**src/rtl/olsf_pkg.sv**
```systemverilog
// Package for the overload load-shedding controller.
// Holds payload structs, state and configuration types, and the fixed codes.
// Depends on nothing; every rtl file refers to it by scoped names.
package olsf_pkg;

  // Operation codes carried in an input request.
  localparam logic [1:0] OP_TICK   = 2'd0;
  localparam logic [1:0] OP_REPORT = 2'd1;
  localparam logic [1:0] OP_FORCE  = 2'd2;

  // Phase codes of the controller.
  localparam logic [1:0] PH_IDLE    = 2'd0;
  localparam logic [1:0] PH_DETECT  = 2'd1;
  localparam logic [1:0] PH_SHED    = 2'd2;
  localparam logic [1:0] PH_RESTORE = 2'd3;

  // Event codes reported with each result.
  localparam logic [2:0] EV_NONE      = 3'd0;
  localparam logic [2:0] EV_DETECT    = 3'd1;
  localparam logic [2:0] EV_CLEARED   = 3'd2;
  localparam logic [2:0] EV_SHED      = 3'd3;
  localparam logic [2:0] EV_RESTORE   = 3'd4;
  localparam logic [2:0] EV_REDETECT  = 3'd5;
  localparam logic [2:0] EV_RESTORED  = 3'd6;
  localparam logic [2:0] EV_FORCED    = 3'd7;

  // Configuration register indexes.
  localparam logic [2:0] REG_ENABLE     = 3'd0;
  localparam logic [2:0] REG_DETECT_THR = 3'd1;
  localparam logic [2:0] REG_RESTORE_DL = 3'd2;
  localparam logic [2:0] REG_MAX_SHED   = 3'd3;
  localparam logic [2:0] REG_FALLBACK   = 3'd4;

  // Configuration reset values.
  localparam logic [21:0] RST_DETECT_THR = 22'd10000;
  localparam logic [21:0] RST_RESTORE_DL = 22'd30000;
  localparam logic [21:0] RST_MAX_SHED   = 22'd300000;

  typedef struct packed {
    logic [1:0] op;
    logic [7:0] current_amps;
    logic [7:0] subscribed_amps;
    logic       overload_seen;
  } olsf_in_t;

  typedef struct packed {
    logic [1:0]  fsm_state;
    logic [2:0]  event_code;
    logic        shed_all;
    logic        release_all;
    logic [2:0]  shed_mode;
    logic [15:0] event_total;
    logic [7:0]  peak_amps;
    logic [31:0] overload_ms_total;
  } olsf_out_t;

  typedef struct packed {
    logic        enable;
    logic [21:0] detect_threshold_ms;
    logic [21:0] restore_delay_ms;
    logic [21:0] max_shed_ms;
    logic [2:0]  fallback_mode;
  } olsf_cfg_t;

  typedef struct packed {
    logic [31:0] now_ms;
    logic [1:0]  phase;
    logic [31:0] detect_begin;
    logic [31:0] shed_begin;
    logic [31:0] restore_begin;
    logic [7:0]  latched_current;
    logic [7:0]  latched_limit;
    logic        latched_overload;
    logic [15:0] shed_count;
    logic [7:0]  peak_current;
    logic [31:0] overload_total;
  } olsf_state_t;

endpackage

```
**src/rtl/olsf_step.sv**
```systemverilog
// Next-state and result logic for one request of the load-shedding controller.
// Purely combinational; depends on olsf_pkg for types and codes.
module olsf_step (
  input  olsf_pkg::olsf_state_t st,
  input  olsf_pkg::olsf_cfg_t   cfg,
  input  olsf_pkg::olsf_in_t    item,
  output olsf_pkg::olsf_state_t st_next,
  output olsf_pkg::olsf_out_t   result
);

  logic [31:0] now_inc;
  logic [31:0] detect_age;
  logic [31:0] shed_age;
  logic [31:0] restore_age;
  logic [2:0]  ev;
  logic        shed;
  logic        release_p;

  // Elapsed times are measured against the advanced clock, modulo 2^32.
  assign now_inc     = st.now_ms + 32'd1;
  assign detect_age  = now_inc - st.detect_begin;
  assign shed_age    = now_inc - st.shed_begin;
  assign restore_age = now_inc - st.restore_begin;

  // Phase machine and report handling.
  always_comb begin
    st_next   = st;
    ev        = olsf_pkg::EV_NONE;
    shed      = 1'b0;
    release_p = 1'b0;
    unique case (item.op)
      olsf_pkg::OP_TICK: begin
        st_next.now_ms = now_inc;
        if (cfg.enable) begin
          unique case (st.phase)
            olsf_pkg::PH_IDLE: begin
              if (st.latched_overload) begin
                st_next.phase        = olsf_pkg::PH_DETECT;
                st_next.detect_begin = now_inc;
                ev                   = olsf_pkg::EV_DETECT;
              end
            end
            olsf_pkg::PH_DETECT: begin
              if (!st.latched_overload) begin
                st_next.phase = olsf_pkg::PH_IDLE;
                ev            = olsf_pkg::EV_CLEARED;
              end else if (detect_age >= {10'd0, cfg.detect_threshold_ms}) begin
                st_next.phase      = olsf_pkg::PH_SHED;
                st_next.shed_begin = now_inc;
                st_next.shed_count = st.shed_count + 16'd1;
                shed               = 1'b1;
                ev                 = olsf_pkg::EV_SHED;
              end
            end
            olsf_pkg::PH_SHED: begin
              if ((shed_age >= {10'd0, cfg.max_shed_ms}) || !st.latched_overload) begin
                st_next.phase         = olsf_pkg::PH_RESTORE;
                st_next.restore_begin = now_inc;
                ev                    = olsf_pkg::EV_RESTORE;
              end
            end
            olsf_pkg::PH_RESTORE: begin
              if (st.latched_overload) begin
                st_next.phase        = olsf_pkg::PH_DETECT;
                st_next.detect_begin = now_inc;
                ev                   = olsf_pkg::EV_REDETECT;
              end else if (restore_age >= {10'd0, cfg.restore_delay_ms}) begin
                release_p              = 1'b1;
                st_next.overload_total = st.overload_total + shed_age;
                st_next.phase          = olsf_pkg::PH_IDLE;
                ev                     = olsf_pkg::EV_RESTORED;
              end
            end
          endcase
        end
      end
      olsf_pkg::OP_REPORT: begin
        st_next.latched_current  = item.current_amps;
        st_next.latched_limit    = item.subscribed_amps;
        st_next.latched_overload = item.overload_seen;
        if (item.current_amps > st.peak_current) begin
          st_next.peak_current = item.current_amps;
        end
      end
      olsf_pkg::OP_FORCE: begin
        if (st.phase != olsf_pkg::PH_IDLE) begin
          release_p     = 1'b1;
          st_next.phase = olsf_pkg::PH_IDLE;
          ev            = olsf_pkg::EV_FORCED;
        end
      end
      default: begin
        // The unused operation code leaves everything as it is.
      end
    endcase
  end

  // Result fields reflect the state after this request.
  always_comb begin
    result.fsm_state         = st_next.phase;
    result.event_code        = ev;
    result.shed_all          = shed;
    result.release_all       = release_p;
    result.shed_mode         = shed ? cfg.fallback_mode : 3'd0;
    result.event_total       = st_next.shed_count;
    result.peak_amps         = st_next.peak_current;
    result.overload_ms_total = st_next.overload_total;
  end

endmodule

```
**src/rtl/overload_load_shed_fsm_core.sv**
```systemverilog
// Top level of the overload load-shedding controller.
// Holds configuration, controller state and a two-entry result buffer;
// depends on olsf_pkg and olsf_step.
//
// Usage:
//   Input channel (in_valid, in_stall, in_data) carries one request: a
//   millisecond tick, a current report or a force restore. A request is
//   taken at a clock edge with in_valid high and in_stall low.
//   Output channel (out_valid, out_stall, out_data) returns exactly one
//   result per request, in order, taken when out_valid is high and
//   out_stall is low.
//   Configuration channel (cfg_valid, cfg_ready, cfg_index, cfg_data)
//   writes one register per handshake; cfg_ready is always high and
//   indexes above the fallback mode register are ignored.
// Flow: each request is one compare-and-add pass in olsf_step, and its
//   result is registered into out_data, or into the skid entry while
//   out_data is held; one request per cycle is taken unless in_stall.
// Reset (rst, synchronous): clears the controller state to idle, loads the
//   register defaults and empties the result buffer.
// Stall: a result held by out_stall stays put; a second result goes to the
//   skid entry, and in_stall rises only while that entry is occupied.
module overload_load_shed_fsm_core (
  input  logic                clk,
  input  logic                rst,
  input  logic                in_valid,
  output logic                in_stall,
  input  olsf_pkg::olsf_in_t  in_data,
  output logic                out_valid,
  input  logic                out_stall,
  output olsf_pkg::olsf_out_t out_data,
  input  logic                cfg_valid,
  output logic                cfg_ready,
  input  logic [2:0]          cfg_index,
  input  logic [21:0]         cfg_data
);

  olsf_pkg::olsf_cfg_t   cfg;
  olsf_pkg::olsf_state_t st;
  olsf_pkg::olsf_state_t st_next;
  olsf_pkg::olsf_out_t   result;
  olsf_pkg::olsf_out_t   skid_data;
  logic                  skid_valid;
  logic                  in_acc;
  logic                  out_take;

  assign cfg_ready = 1'b1;
  assign in_stall  = skid_valid;
  assign in_acc    = in_valid && !in_stall;
  assign out_take  = out_valid && !out_stall;

  // Configuration registers.
  always_ff @(posedge clk) begin
    if (rst) begin
      cfg.enable              <= 1'b1;
      cfg.detect_threshold_ms <= olsf_pkg::RST_DETECT_THR;
      cfg.restore_delay_ms    <= olsf_pkg::RST_RESTORE_DL;
      cfg.max_shed_ms         <= olsf_pkg::RST_MAX_SHED;
      cfg.fallback_mode       <= 3'd0;
    end else if (cfg_valid && cfg_ready) begin
      unique case (cfg_index)
        olsf_pkg::REG_ENABLE:     cfg.enable              <= cfg_data[0];
        olsf_pkg::REG_DETECT_THR: cfg.detect_threshold_ms <= cfg_data;
        olsf_pkg::REG_RESTORE_DL: cfg.restore_delay_ms    <= cfg_data;
        olsf_pkg::REG_MAX_SHED:   cfg.max_shed_ms         <= cfg_data;
        olsf_pkg::REG_FALLBACK:   cfg.fallback_mode       <= cfg_data[2:0];
        default: begin
          // Writes past the last register are dropped.
        end
      endcase
    end
  end

  olsf_step u_step (
    .st      (st),
    .cfg     (cfg),
    .item    (in_data),
    .st_next (st_next),
    .result  (result)
  );

  // Controller state advances on every accepted request.
  always_ff @(posedge clk) begin
    if (rst) begin
      st <= '0;
    end else if (in_acc) begin
      st <= st_next;
    end
  end

  // Result register plus skid entry.
  always_ff @(posedge clk) begin
    if (rst) begin
      out_valid  <= 1'b0;
      skid_valid <= 1'b0;
    end else if (out_take || !out_valid) begin
      if (skid_valid) begin
        out_valid  <= 1'b1;
        skid_valid <= 1'b0;
      end else begin
        out_valid <= in_acc;
      end
    end else if (in_acc) begin
      skid_valid <= 1'b1;
    end
  end

  // Payload registers carry no reset.
  always_ff @(posedge clk) begin
    if (out_take || !out_valid) begin
      if (skid_valid) begin
        out_data <= skid_data;
      end else if (in_acc) begin
        out_data <= result;
      end
    end else if (in_acc) begin
      skid_data <= result;
    end
  end

  // The skid entry is only ever filled behind a waiting result.
  a_skid_behind_out: assert property (@(posedge clk) disable iff (rst)
    skid_valid |-> out_valid)
    else $error("skid entry occupied while output register is empty");

  // Every accepted tick advances the millisecond clock by exactly one.
  a_tick_advances: assert property (@(posedge clk) disable iff (rst)
    (in_acc && in_data.op == olsf_pkg::OP_TICK) |=> st.now_ms == $past(st.now_ms) + 32'd1)
    else $error("tick did not advance the clock by one");

  // A shed pulse bumps the event count and lands in the overloaded phase.
  a_shed_counts: assert property (@(posedge clk) disable iff (rst)
    (in_acc && result.shed_all) |=>
      (st.shed_count == $past(st.shed_count) + 16'd1) && (st.phase == olsf_pkg::PH_SHED))
    else $error("shed pulse without count increment or phase change");

  // Reports never move the phase.
  a_report_holds_phase: assert property (@(posedge clk) disable iff (rst)
    (in_acc && in_data.op == olsf_pkg::OP_REPORT) |=> $stable(st.phase))
    else $error("current report changed the phase");

  // A release pulse always leaves the controller idle.
  a_release_to_idle: assert property (@(posedge clk) disable iff (rst)
    (in_acc && result.release_all) |=> st.phase == olsf_pkg::PH_IDLE)
    else $error("release pulse did not return to idle");

endmodule
```
**config.mk**
```make
export PLATFORM = sky130hd
export DESIGN_NAME = overload_load_shed_fsm_core
export DESIGN_NICKNAME = d
export VERILOG_FILES = /design/src/rtl/olsf_pkg.sv /design/src/rtl/olsf_step.sv /design/src/rtl/overload_load_shed_fsm_core.sv
export SDC_FILE = /design/constraint.sdc
export NUM_CORES = 1
export LEC_CHECK = 0
export ABC_AREA = 0
export BUFFER_PORTS_ARGS = -buffer_cell sky130_fd_sc_hd__buf_2
export CAP_MARGIN = 30
export CORE_AREA = 2 2 247 249
export DETAILED_ROUTE_END_ITERATION = 7
export DIE_AREA = 0 0 249 251
export GPL_TIMING_DRIVEN = 0
export PLACE_DENSITY = 0.72
export SYNTH_ARGS = -nofsm -noshare
export SYNTH_HDL_FRONTEND = slang
export SYNTH_HIERARCHICAL = 1
export SYNTH_SLANG_ARGS = --single-unit
```
**constraint.sdc**
```tcl
create_clock -name clk -period 14.88 [get_ports clk]
set_input_delay 2.976 -clock clk [delete_from_list [all_inputs] [get_ports clk]]
set_output_delay 2.976 -clock clk [all_outputs]
set_load 0.05 [all_outputs]
```
==> metrics.txt, run 1 <==
status=completed; Tot Pwr=2.52 mW; Slew Limit Headroom=27.4%; commonest non-fill, non-tap cells in the layout=nand2_1 (647), a21oi_1 (385), dfxtp_1 (259); crit path to=out_data[19]$_DFFE_PP_; Layout area overhead=12.3%; Place WS=6.47 ns; die area=62500 um2; commonest non-fill, non-tap cell in the layout=nand2_1; total global routing overflow=0; dpl hpwl=57000 um; GR Util met1=30.9%; largest net degree at the start of global routing=34; postcts setup bufs=0; initial antenna violation count=0; # IOs=118; Fillers=5635; setup TNS=0 ns; fin worst setup slack=6.31 ns; P_leak=12.6 nW; Max Slew Vio Count=0; PD cells=84.4 nW/um2; Data required, critical path=15.23 ns; CP Capture Type=flip-flop; reg-to-reg slack, setup=6.31 ns; clock slew at reported path FFs=0.06 ns; Syn Inst Count=3202; MaxCap Viol Count=0; Register-to-Register Path Depth=29; synthesized area per cell=8.31 um2; skew final=0.0354 ns; Final min period=8.57 ns; GP Congestion=0.927; drt total wl=74100 um; I/O Buffers=107; antenna cells=0; met2 GRT Util=38.2%; Clock Sink Count=391; r2r startpoint=st[171]$_SDFFE_PP0P_; Synth Warn #=6; M3 GR Usage=2.83%; vias in the first global route=21.2k; Placed Instance Area=28400 um2; TritonRoute pass-1 iters=8; height of the die=251 um; Power Internal=1.85 mW; Worst setup SP type=flip-flop; CTS root buffer=clkbuf_16; most crowded layer after global routing=met2; area of the core=59800 um2; row count=90; Routed WL per cell=17.7 um; clock share of power=44.4%; Num CTS Buffers=43; post-layout net count=3638; Post-CTS Resized=0; final setup vio count=0; Net Sw Frac=26.7%; Critical Path Start=st[171]$_SDFFE_PP0P_; post-route clock period utilization=57.6%; reg2reg end=out_data[19]$_DFFE_PP_; Total GRT Usage=23.1%; Max VDD drop=102 uV; ANT nets after route=0; Clock H-tree levels=2; unrepaired setup endpoints after global routing=no; Sequential Power Share=44.8%; Die Wd=249 um; layout cell share with drive strength beyond 1=14.2%; clock latency at the later pin of the worst-skew pair=0.60 ns; Synth Cell Area=26600 um2; Slew @ Worst Pin=1.08 ns; post-route cell area=29900 um2; worst-path fanout max=10; kind of critical path=flip-flop to flip-flop; Post-route DRC=0; Syn Nets=3460; fmax=117 MHz; number of vias per cell=5.49; WP data arrival=8.91 ns; worst hold stages=2; CTS Hold Bufs=0; Hold Path Class=flip-flop to flip-flop; Net Sw Power=0.673 mW; Critical Path Slowest Stage Cell=xor2_1; 1st-iter DRT viols=1852; CTS tree=yes; first-pass GRT wire length=116000 um; Max clock buf depth=3; hold violation total from the final report=0; Comb power frac=10.8%; slowest cell delay on critical path=0.82 ns; vias after detailed routing=23.0k; Initial Util=44.5%; final core occ=50.0%
per-layer routing:
layer | routed length (um) | share of wire [%]
met1 | 33200 | 45
met2 | 33700 | 46
met3 | 4400 | 5.9
met4 | 2820 | 3.8
met5 | 0 | 0
worst max-delay path: cells and delay by family (launching register included):
| family | cells | cell delay (ns) |
|---|---|---|
| fa+ha+maj | 3 | 0.97 |
| flops | 1 | 0.64 |
| compound gates | 11 | 2.49 |
| mux | 1 | 0.33 |
| simple gates | 9 | 2.13 |
| xor+xnor | 2 | 0.97 |
| buf+inv | 3 | 0.78 |
power by group through the flow:
stage                     Sequential (mW)  Clock (mW)  Combinational, mW
after floorplan                      1.19           0              0.148
after global placement               1.16           0              0.262
final                                1.13        1.12              0.271
after CTS                            1.13        1.14              0.269
after detailed placement             1.15           0              0.268
after global routing                 1.13        1.18              0.293
metrics by stage:
step,hold slack (ns),std cells
after floorplan,0.433,3202
after global placement,0.441,4091
after detailed placement,0.446,4117
after CTS,0.454,4196
after global routing,0.469,4196
final,0.453,4196
state kept, by name, indices dropped and copies added (netlist names):
signal,cells
out_data,66
skid_data,66
cfg,70
out_valid,1
st,187
in_stall,1
worst min-delay path by stage:
stage / startpoint / end / slack (ns)
2_1_floorplan: st[175]$_SDFFE_PP0P_ / st[175]$_SDFFE_PP0P_ / 0.43
3_3_place_gp: st[187]$_SDFFE_PP0P_ / st[187]$_SDFFE_PP0P_ / 0.44
3_5_place_dp: st[148]$_SDFFE_PP0P_ / st[148]$_SDFFE_PP0P_ / 0.45
4_1_cts: st[114]$_SDFFE_PP0P_ / st[114]$_SDFFE_PP0P_ / 0.45
5_1_grt: st[114]$_SDFFE_PP0P_ / st[114]$_SDFFE_PP0P_ / 0.47
6_report: st[117]$_SDFFE_PP0P_ / st[117]$_SDFFE_PP0P_ / 0.45
cell type report:
type                            instances  area (um2)  share of cell area (%)
Buffer                                230        1470                    4.93
Sequential cell                       391        9150                    30.6
Inverter                              195         732                    2.45
Clock inverter                         24         304                    1.02
Multi-Input combinational cell       2386       15300                    51.1
Clock buffer                           55        1170                    3.92
Timing Repair Buffer                  133         795                    2.66
Tap cell                              782         978                    3.27
Power figures use the tool's default switching activity.
==> inputs of run 2 (changes only) <==
--- a/config.mk
+++ b/config.mk
@@ -12,7 +12,7 @@
 export DETAILED_ROUTE_END_ITERATION = 7
 export DIE_AREA = 0 0 249 251
 export GPL_TIMING_DRIVEN = 0
-export PLACE_DENSITY = 0.72
+export PLACE_DENSITY = 0.74
 export SYNTH_ARGS = -nofsm -noshare
 export SYNTH_HDL_FRONTEND = slang
 export SYNTH_HIERARCHICAL = 1
==> constraint.sdc (replaced) <==
create_clock -name clk -period 7.3 [get_ports clk]
set_input_delay 1.46 -clock clk [delete_from_list [all_inputs] [get_ports clk]]
set_output_delay 1.46 -clock clk [all_outputs]
set_load 0.05 [all_outputs]
==> run 2 against run 1 <==
Net effect:
- worst setup slack got worse by 6.1 ns
- clock skew fell by 0.012 ns
- first-iteration DRC count up 0.22%
- largest power group unchanged
- non-clock buffer count increased by 10
- final area is 1.3% higher
==> metrics.txt, run 2 (synthesized netlist as in run 1, its figures left out) <==
Hold Startpoint=st[178]$_SDFFE_PP0P_ (was st[117]$_SDFFE_PP0P_); TritonRoute pass-1 iters=5 (was 8); number of vias per cell=5.56 (was 5.49); 1st-iter DRT viols=1856 (was 1852); area of the core=59800 um2 (unchanged); dpl hpwl=56700 um (was 57000 um); Die Wd=249 um (unchanged); commonest non-fill, non-tap cell in the layout=nand2_1 (unchanged); post-layout net count=3648 (was 3638); first-pass GRT wire length=117000 um (was 116000 um); slowest cell delay on critical path=0.43 ns (was 0.82 ns); Place WS=-1.26 ns (was 6.47 ns); Initial Util=44.5% (unchanged); post-route clock period utilization=97.0% (was 57.6%); worst-path fanout max=10 (unchanged); status=completed (unchanged); Final min period=7.08 ns (was 8.57 ns); Fillers=5539 (was 5635); Clock Sink Count=391 (unchanged); I/O Buffers=107 (unchanged); CP Capture Type=flip-flop (unchanged); drt total wl=75200 um (was 74100 um); Data required, critical path=7.64 ns (was 15.23 ns); GP Congestion=0.934 (was 0.927); antenna cells=0 (unchanged); Clock H-tree levels=2 (unchanged); Num CTS Buffers=43 (unchanged); largest net degree at the start of global routing=35 (was 34); die area=62500 um2 (unchanged); r2r startpoint=st[171]$_SDFFE_PP0P_ (unchanged); commonest non-fill, non-tap cells in the layout=nand2_1 (647), a21oi_1 (382), dfxtp_1 (257) (was nand2_1 (647), a21oi_1 (385), dfxtp_1 (259)); # IOs=118 (unchanged); Slew @ Worst Pin=0.971 ns (was 1.08 ns); CTS Hold Bufs=0 (unchanged); initial antenna violation count=0 (unchanged); CTS tree=yes (unchanged); Worst setup SP type=flip-flop (unchanged); P_leak=12.7 nW (was 12.6 nW); Post-route DRC=0 (unchanged); WP data arrival=7.42 ns (was 8.91 ns); clock slew at reported path FFs=0.06 ns (about the same); max FFs per register=187 (unchanged); Max clock buf depth=3 (unchanged); vias in the first global route=21.6k (was 21.2k); row count=90 (unchanged); kind of critical path=flip-flop to flip-flop (unchanged); total global routing overflow=0 (unchanged); Critical Path Slowest Stage Cell=dfxtp_4 (was xor2_1); final core occ=50.6% (was 50.0%); Critical Path Start=st[171]$_SDFFE_PP0P_ (unchanged); Layout area overhead=13.7% (was 12.3%); final setup vio count=0 (unchanged); layout cell share with drive strength beyond 1=15.7% (was 14.2%); Slew Limit Headroom=35.3% (was 27.4%); Hold Path Class=flip-flop to flip-flop (unchanged); clock latency at the later pin of the worst-skew pair=0.60 ns (about the same); hold violation total from the final report=0 (unchanged); ANT nets after route=0 (unchanged); skew final=0.0238 ns (was 0.0354 ns); Routed WL per cell=17.9 um (was 17.7 um); vias after detailed routing=23.4k (was 23.0k); largest registers=st (187), cfg (70) (unchanged); MaxCap Viol Count=0 (unchanged); PD cells=170 nW/um2 (was 84.4 nW/um2); Max Slew Vio Count=0 (unchanged); Total GRT Usage=23.2% (was 23.1%); fin worst setup slack=0.220 ns (was 6.31 ns); Tot Pwr=5.14 mW (was 2.52 mW); fmax=141 MHz (was 117 MHz); Fin Hold WS=0.452 ns (was 0.453 ns); CTS root buffer=clkbuf_16 (unchanged); Top reg by flops=st (unchanged); Max VDD drop=160 uV (was 102 uV); height of the die=251 um (unchanged)
==> run 2: cell count changes in the layout (fill, tap and decap cells not counted), moves of 4 or more <==
cell,change
xor2_2,+6
xor2_4,+4
buf_6,-4
nor2_1,-6
clkinv_1,+4
xnor2_2,+6
buf_4,+18
nor2_2,+4
xnor2_1,-8
xor2_1,-10
==> run 2: worst paths after layout <==
check | slack (ns) | cells past startpoint | to
setup / recovery | 0.22 | 28 | out_data[1]$_DFFE_PP_
hold / removal | 0.45 | 2 | st[178]$_SDFFE_PP0P_
setup reg to reg | 0.22 | 28 | out_data[1]$_DFFE_PP_
hold reg to reg | 0.45 | 2 | st[178]$_SDFFE_PP0P_
==> run 2: metal layers <==
metal	track usage (%)	up-vias	wire length (um)
met5	0	-	0
met4	9.58	0	2720
met3	3.26	136	5070
met1	30.7	11000	32800
li1	-	11500	-
met2	38.2	737	34600
==> run 2: per-stage QoR <==
stage / cell area (um2) / instances / TNS, ns
after global routing: 30300 / 4206 / -1.34
after detailed placement: 28400 / 4114 / -172.04
after CTS: 30100 / 4198 / 0
final: 30300 / 4206 / 0
after global placement: 28100 / 4091 / -203.86
after floorplan: 26600 / 3202 / 0
==> run 2: final cells by class <==
class                      instances  area, um2  share of cell area [%]
tap                              782        978                    3.23
buffer                           228       1470                    4.86
clock inverter                    25        299                   0.988
clock buffer                      54       1150                    3.79
inverter                         195        732                    2.42
timing repair buffer             145        872                    2.88
sequential                       391       9150                    30.2
multi-input combinational       2386      15600                    51.6
==> run 2: where the power goes <==
group          total, mW  internal, mW  switching (mW)
sequential          2.30          2.29          0.0148
clock               2.27          1.31           0.958
combinational      0.571         0.190           0.381
total               5.14          3.79            1.35
==> run 2: worst max-delay path: cells and delay by family (launching register included) <==
| family | cells | cell delay (ns) |
|---|---|---|
| and+or+nand+nor | 10 | 2.19 |
| muxes | 2 | 0.70 |
| buffers and inverters | 4 | 0.77 |
| AOI/OAI and AO/OA | 8 | 1.87 |
| DFF | 1 | 0.43 |
| adders and majority gates | 2 | 0.52 |
| xor gates and xnor gates | 2 | 0.34 |
==> run 2: timing repair <==
action,in CTS,in global routing
setup buffers,5,10
setup endpoints to repair,229,221
pin swaps,1,5
gates resized for setup,31,33
==> inputs of run 3 (changes only) <==
--- a/config.mk
+++ b/config.mk
@@ -12,7 +12,9 @@
 export DETAILED_ROUTE_END_ITERATION = 7
 export DIE_AREA = 0 0 249 251
 export GPL_TIMING_DRIVEN = 0
-export PLACE_DENSITY = 0.74
+export PLACE_DENSITY = 0.72
+export RECOVER_POWER = 100
+export REMOVE_ABC_BUFFERS = 1
 export SYNTH_ARGS = -nofsm -noshare
 export SYNTH_HDL_FRONTEND = slang
 export SYNTH_HIERARCHICAL = 1
==> constraint.sdc (replaced) <==
create_clock -name clk -period 6.59 [get_ports clk]
set_input_delay 1.318 -clock clk [delete_from_list [all_inputs] [get_ports clk]]
set_output_delay 1.318 -clock clk [all_outputs]
set_load 0.05 [all_outputs]
==> run 3 against run 2 <==
Net effect:
- fmax increased by 10%
- sequential share of layout area grew 0.18 points
- non-clock buffer count is 182 lower
- critical path depth stayed put
- utilization decreased by 0.19 points
- global-route usage fell by 2.8 points
- critical endpoint is now out_data[28]$_DFFE_PP_
- largest cell class unchanged
- highest routed layer is now met5
==> metrics.txt, run 3 (synthesized netlist as in run 1, its figures left out) <==
status=completed (unchanged); Net Sw Power=1.48 mW (was 1.35 mW); Tot Pwr=5.67 mW (was 5.14 mW); family with the most delay on the worst path=compound AO/OA/AOI/OAI gates (was simple AND/OR/NAND/NOR gates); Hold Path Class=flip-flop to flip-flop (unchanged); Final min period=6.43 ns (was 7.08 ns); Slew Limit Headroom=36.3% (was 35.3%); final setup vio count=0 (unchanged); fmax=155 MHz (was 141 MHz); Top reg by flops=st (unchanged); row count=90 (unchanged); Clock Sink Count=391 (unchanged); Initial Util=44.5% (unchanged); largest net degree at the start of global routing=157 (was 35); first-pass GRT wire length=106000 um (was 117000 um); Max VDD drop=201 uV (was 160 uV); Max clock buf depth=3 (unchanged); area of the core=59800 um2 (unchanged); TritonRoute pass-1 iters=7 (was 5); kind of critical path=flip-flop to flip-flop (unchanged); hold violation total from the final report=0 (unchanged); number of vias per cell=5.57 (was 5.56); 1st-iter DRT viols=1370 (was 1856); layout cell share with drive strength beyond 1=15.6% (was 15.7%); CTS tree=yes (unchanged); Buf/Inv on CP=4 (unchanged); PD cells=188 nW/um2 (was 170 nW/um2); Critical Path Slowest Stage Cell=dfxtp_4 (unchanged); dpl hpwl=45400 um (was 56700 um); unrepaired setup endpoints after global routing=yes; clock slew at reported path FFs=0.06 ns (about the same); Net Sw Frac=26.1% (was 26.3%); Slew @ Worst Pin=0.954 ns (was 0.971 ns); total global routing overflow=0 (unchanged); Max Slew Vio Count=0 (unchanged); worst-path fanout max=7 (was 10); largest registers=st (187), cfg (70) (unchanged); GP Congestion=0.893 (was 0.934); Layout area overhead=13.3% (was 13.7%); setup TNS=0 ns (unchanged); Sequential Power Share=45.0% (was 44.8%); I/O Buffers=108 (was 107); commonest non-fill, non-tap cell in the layout=nand2_1 (unchanged); post-route clock period utilization=97.6% (was 97.0%); ANT nets after route=0 (unchanged); P_leak=12.3 nW (was 12.7 nW); CP Capture Type=flip-flop (unchanged); Total GRT Usage=20.5% (was 23.2%); commonest non-fill, non-tap cells in the layout=nand2_1 (646), a21oi_1 (370), dfxtp_1 (249) (was nand2_1 (647), a21oi_1 (382), dfxtp_1 (257)); Post-route DRC=0 (unchanged); clock share of power=44.0% (was 44.1%); Hold Startpoint=st[147]$_SDFFE_PP0P_ (was st[178]$_SDFFE_PP0P_); post-layout net count=3469 (was 3648); MaxCap Viol Count=0 (unchanged); max FFs per register=187 (unchanged); slowest cell delay on critical path=0.38 ns (was 0.43 ns); Worst setup SP type=flip-flop (unchanged); skew final=0.0133 ns (was 0.0238 ns); vias in the first global route=20.6k (was 21.6k); WP data arrival=6.76 ns (was 7.42 ns); clock latency at the later pin of the worst-skew pair=0.58 ns (was 0.60 ns); Power Internal=4.19 mW (was 3.79 mW); CTS Hold Bufs=0 (unchanged); Comb power frac=11.0% (was 11.1%); drt total wl=67500 um (was 75200 um); die area=62500 um2 (unchanged); Clock H-tree levels=2 (unchanged); Die Wd=249 um (unchanged); Num CTS Buffers=44 (was 43); height of the die=251 um (unchanged); Data required, critical path=6.92 ns (was 7.64 ns); CTS root buffer=clkbuf_16 (unchanged); vias after detailed routing=22.4k (was 23.4k); initial antenna violation count=3 (was 0); Critical Path Start=st[171]$_SDFFE_PP0P_ (unchanged); final core occ=50.4% (was 50.6%); r2r startpoint=st[171]$_SDFFE_PP0P_ (unchanged); Routed WL per cell=16.8 um (was 17.9 um); # IOs=118 (unchanged)
==> run 3: through the flow <==
stage / hold WS [ns] / area, um2 / worst slack [ns] / std cells
after global placement: 0.442 / 26700 / -12.29 / 3862
after global routing: 0.468 / 30200 / -0.115 / 4029
after detailed placement: 0.446 / 27200 / -1.31 / 3885
after floorplan: 0.430 / 25200 / -3.05 / 2972
after CTS: 0.454 / 29400 / 0.00303 / 3996
final: 0.452 / 30200 / 0.158 / 4030
==> run 3: layer usage <==
metal | vias to the layer above | global-route usage, % | share of wire (%)
met5 | - | 0 | 0.033
met4 | 4 | 6.13 | 2.8
met3 | 103 | 2.56 | 4.9
met2 | 547 | 35.7 | 48
met1 | 10600 | 26.5 | 44
li1 | 11100 | - | -
==> run 3: final cells by class <==
type / instances / area (um2)
clock inverter: 24 / 224
clock buffer: 58 / 1240
multi-input combinational: 2388 / 16200
tap: 782 / 978
inverter: 195 / 732
timing repair buffer: 191 / 1660
sequential: 391 / 9170
antenna: 1 / 2.50
fill: 5424 / 29600
==> run 3: worst paths after layout <==
kind | endpoint | slack [ns] | cells after the start
setup reg to reg | out_data[28]$_DFFE_PP_ | 0.16 | 28
hold reg to reg | st[147]$_SDFFE_PP0P_ | 0.45 | 2
hold / removal | st[147]$_SDFFE_PP0P_ | 0.45 | 2
setup / recovery | out_data[28]$_DFFE_PP_ | 0.16 | 28
==> run 3: worst register-to-register path, delay by kind of cell (launching register included) <==
| kind | cells | cell delay, ns |
|---|---|---|
| multiplexers | 2 | 0.65 |
| AND/OR/NAND/NOR | 6 | 1.15 |
| flip-flops | 1 | 0.38 |
| buffers and inverters | 4 | 0.65 |
| adder cells (fa/ha/maj) | 3 | 0.79 |
| XOR/XNOR | 2 | 0.34 |
| AO/OA/AOI/OAI | 11 | 2.22 |
==> run 3: repair_timing <==
| action | in CTS | in global routing |
|---|---|---|
| gates cloned | 4 | 3 |
| endpoints found under the setup margin | 230 | 222 |
| buffers inserted | 25 | 30 |
| gates resized for setup | 68 | 100 |
| pin swaps | 11 | 32 |
==> run 3: power by group through the flow <==
stage / Combinational (mW) / Clock (mW) / Sequential [mW]
2_1_floorplan: 0.274 / 0 / 2.70
3_3_place_gp: 0.534 / 0 / 2.62
3_5_place_dp: 0.570 / 0 / 2.61
4_1_cts: 0.601 / 2.55 / 2.55
5_1_grt: 0.671 / 2.65 / 2.55
6_report: 0.622 / 2.50 / 2.55
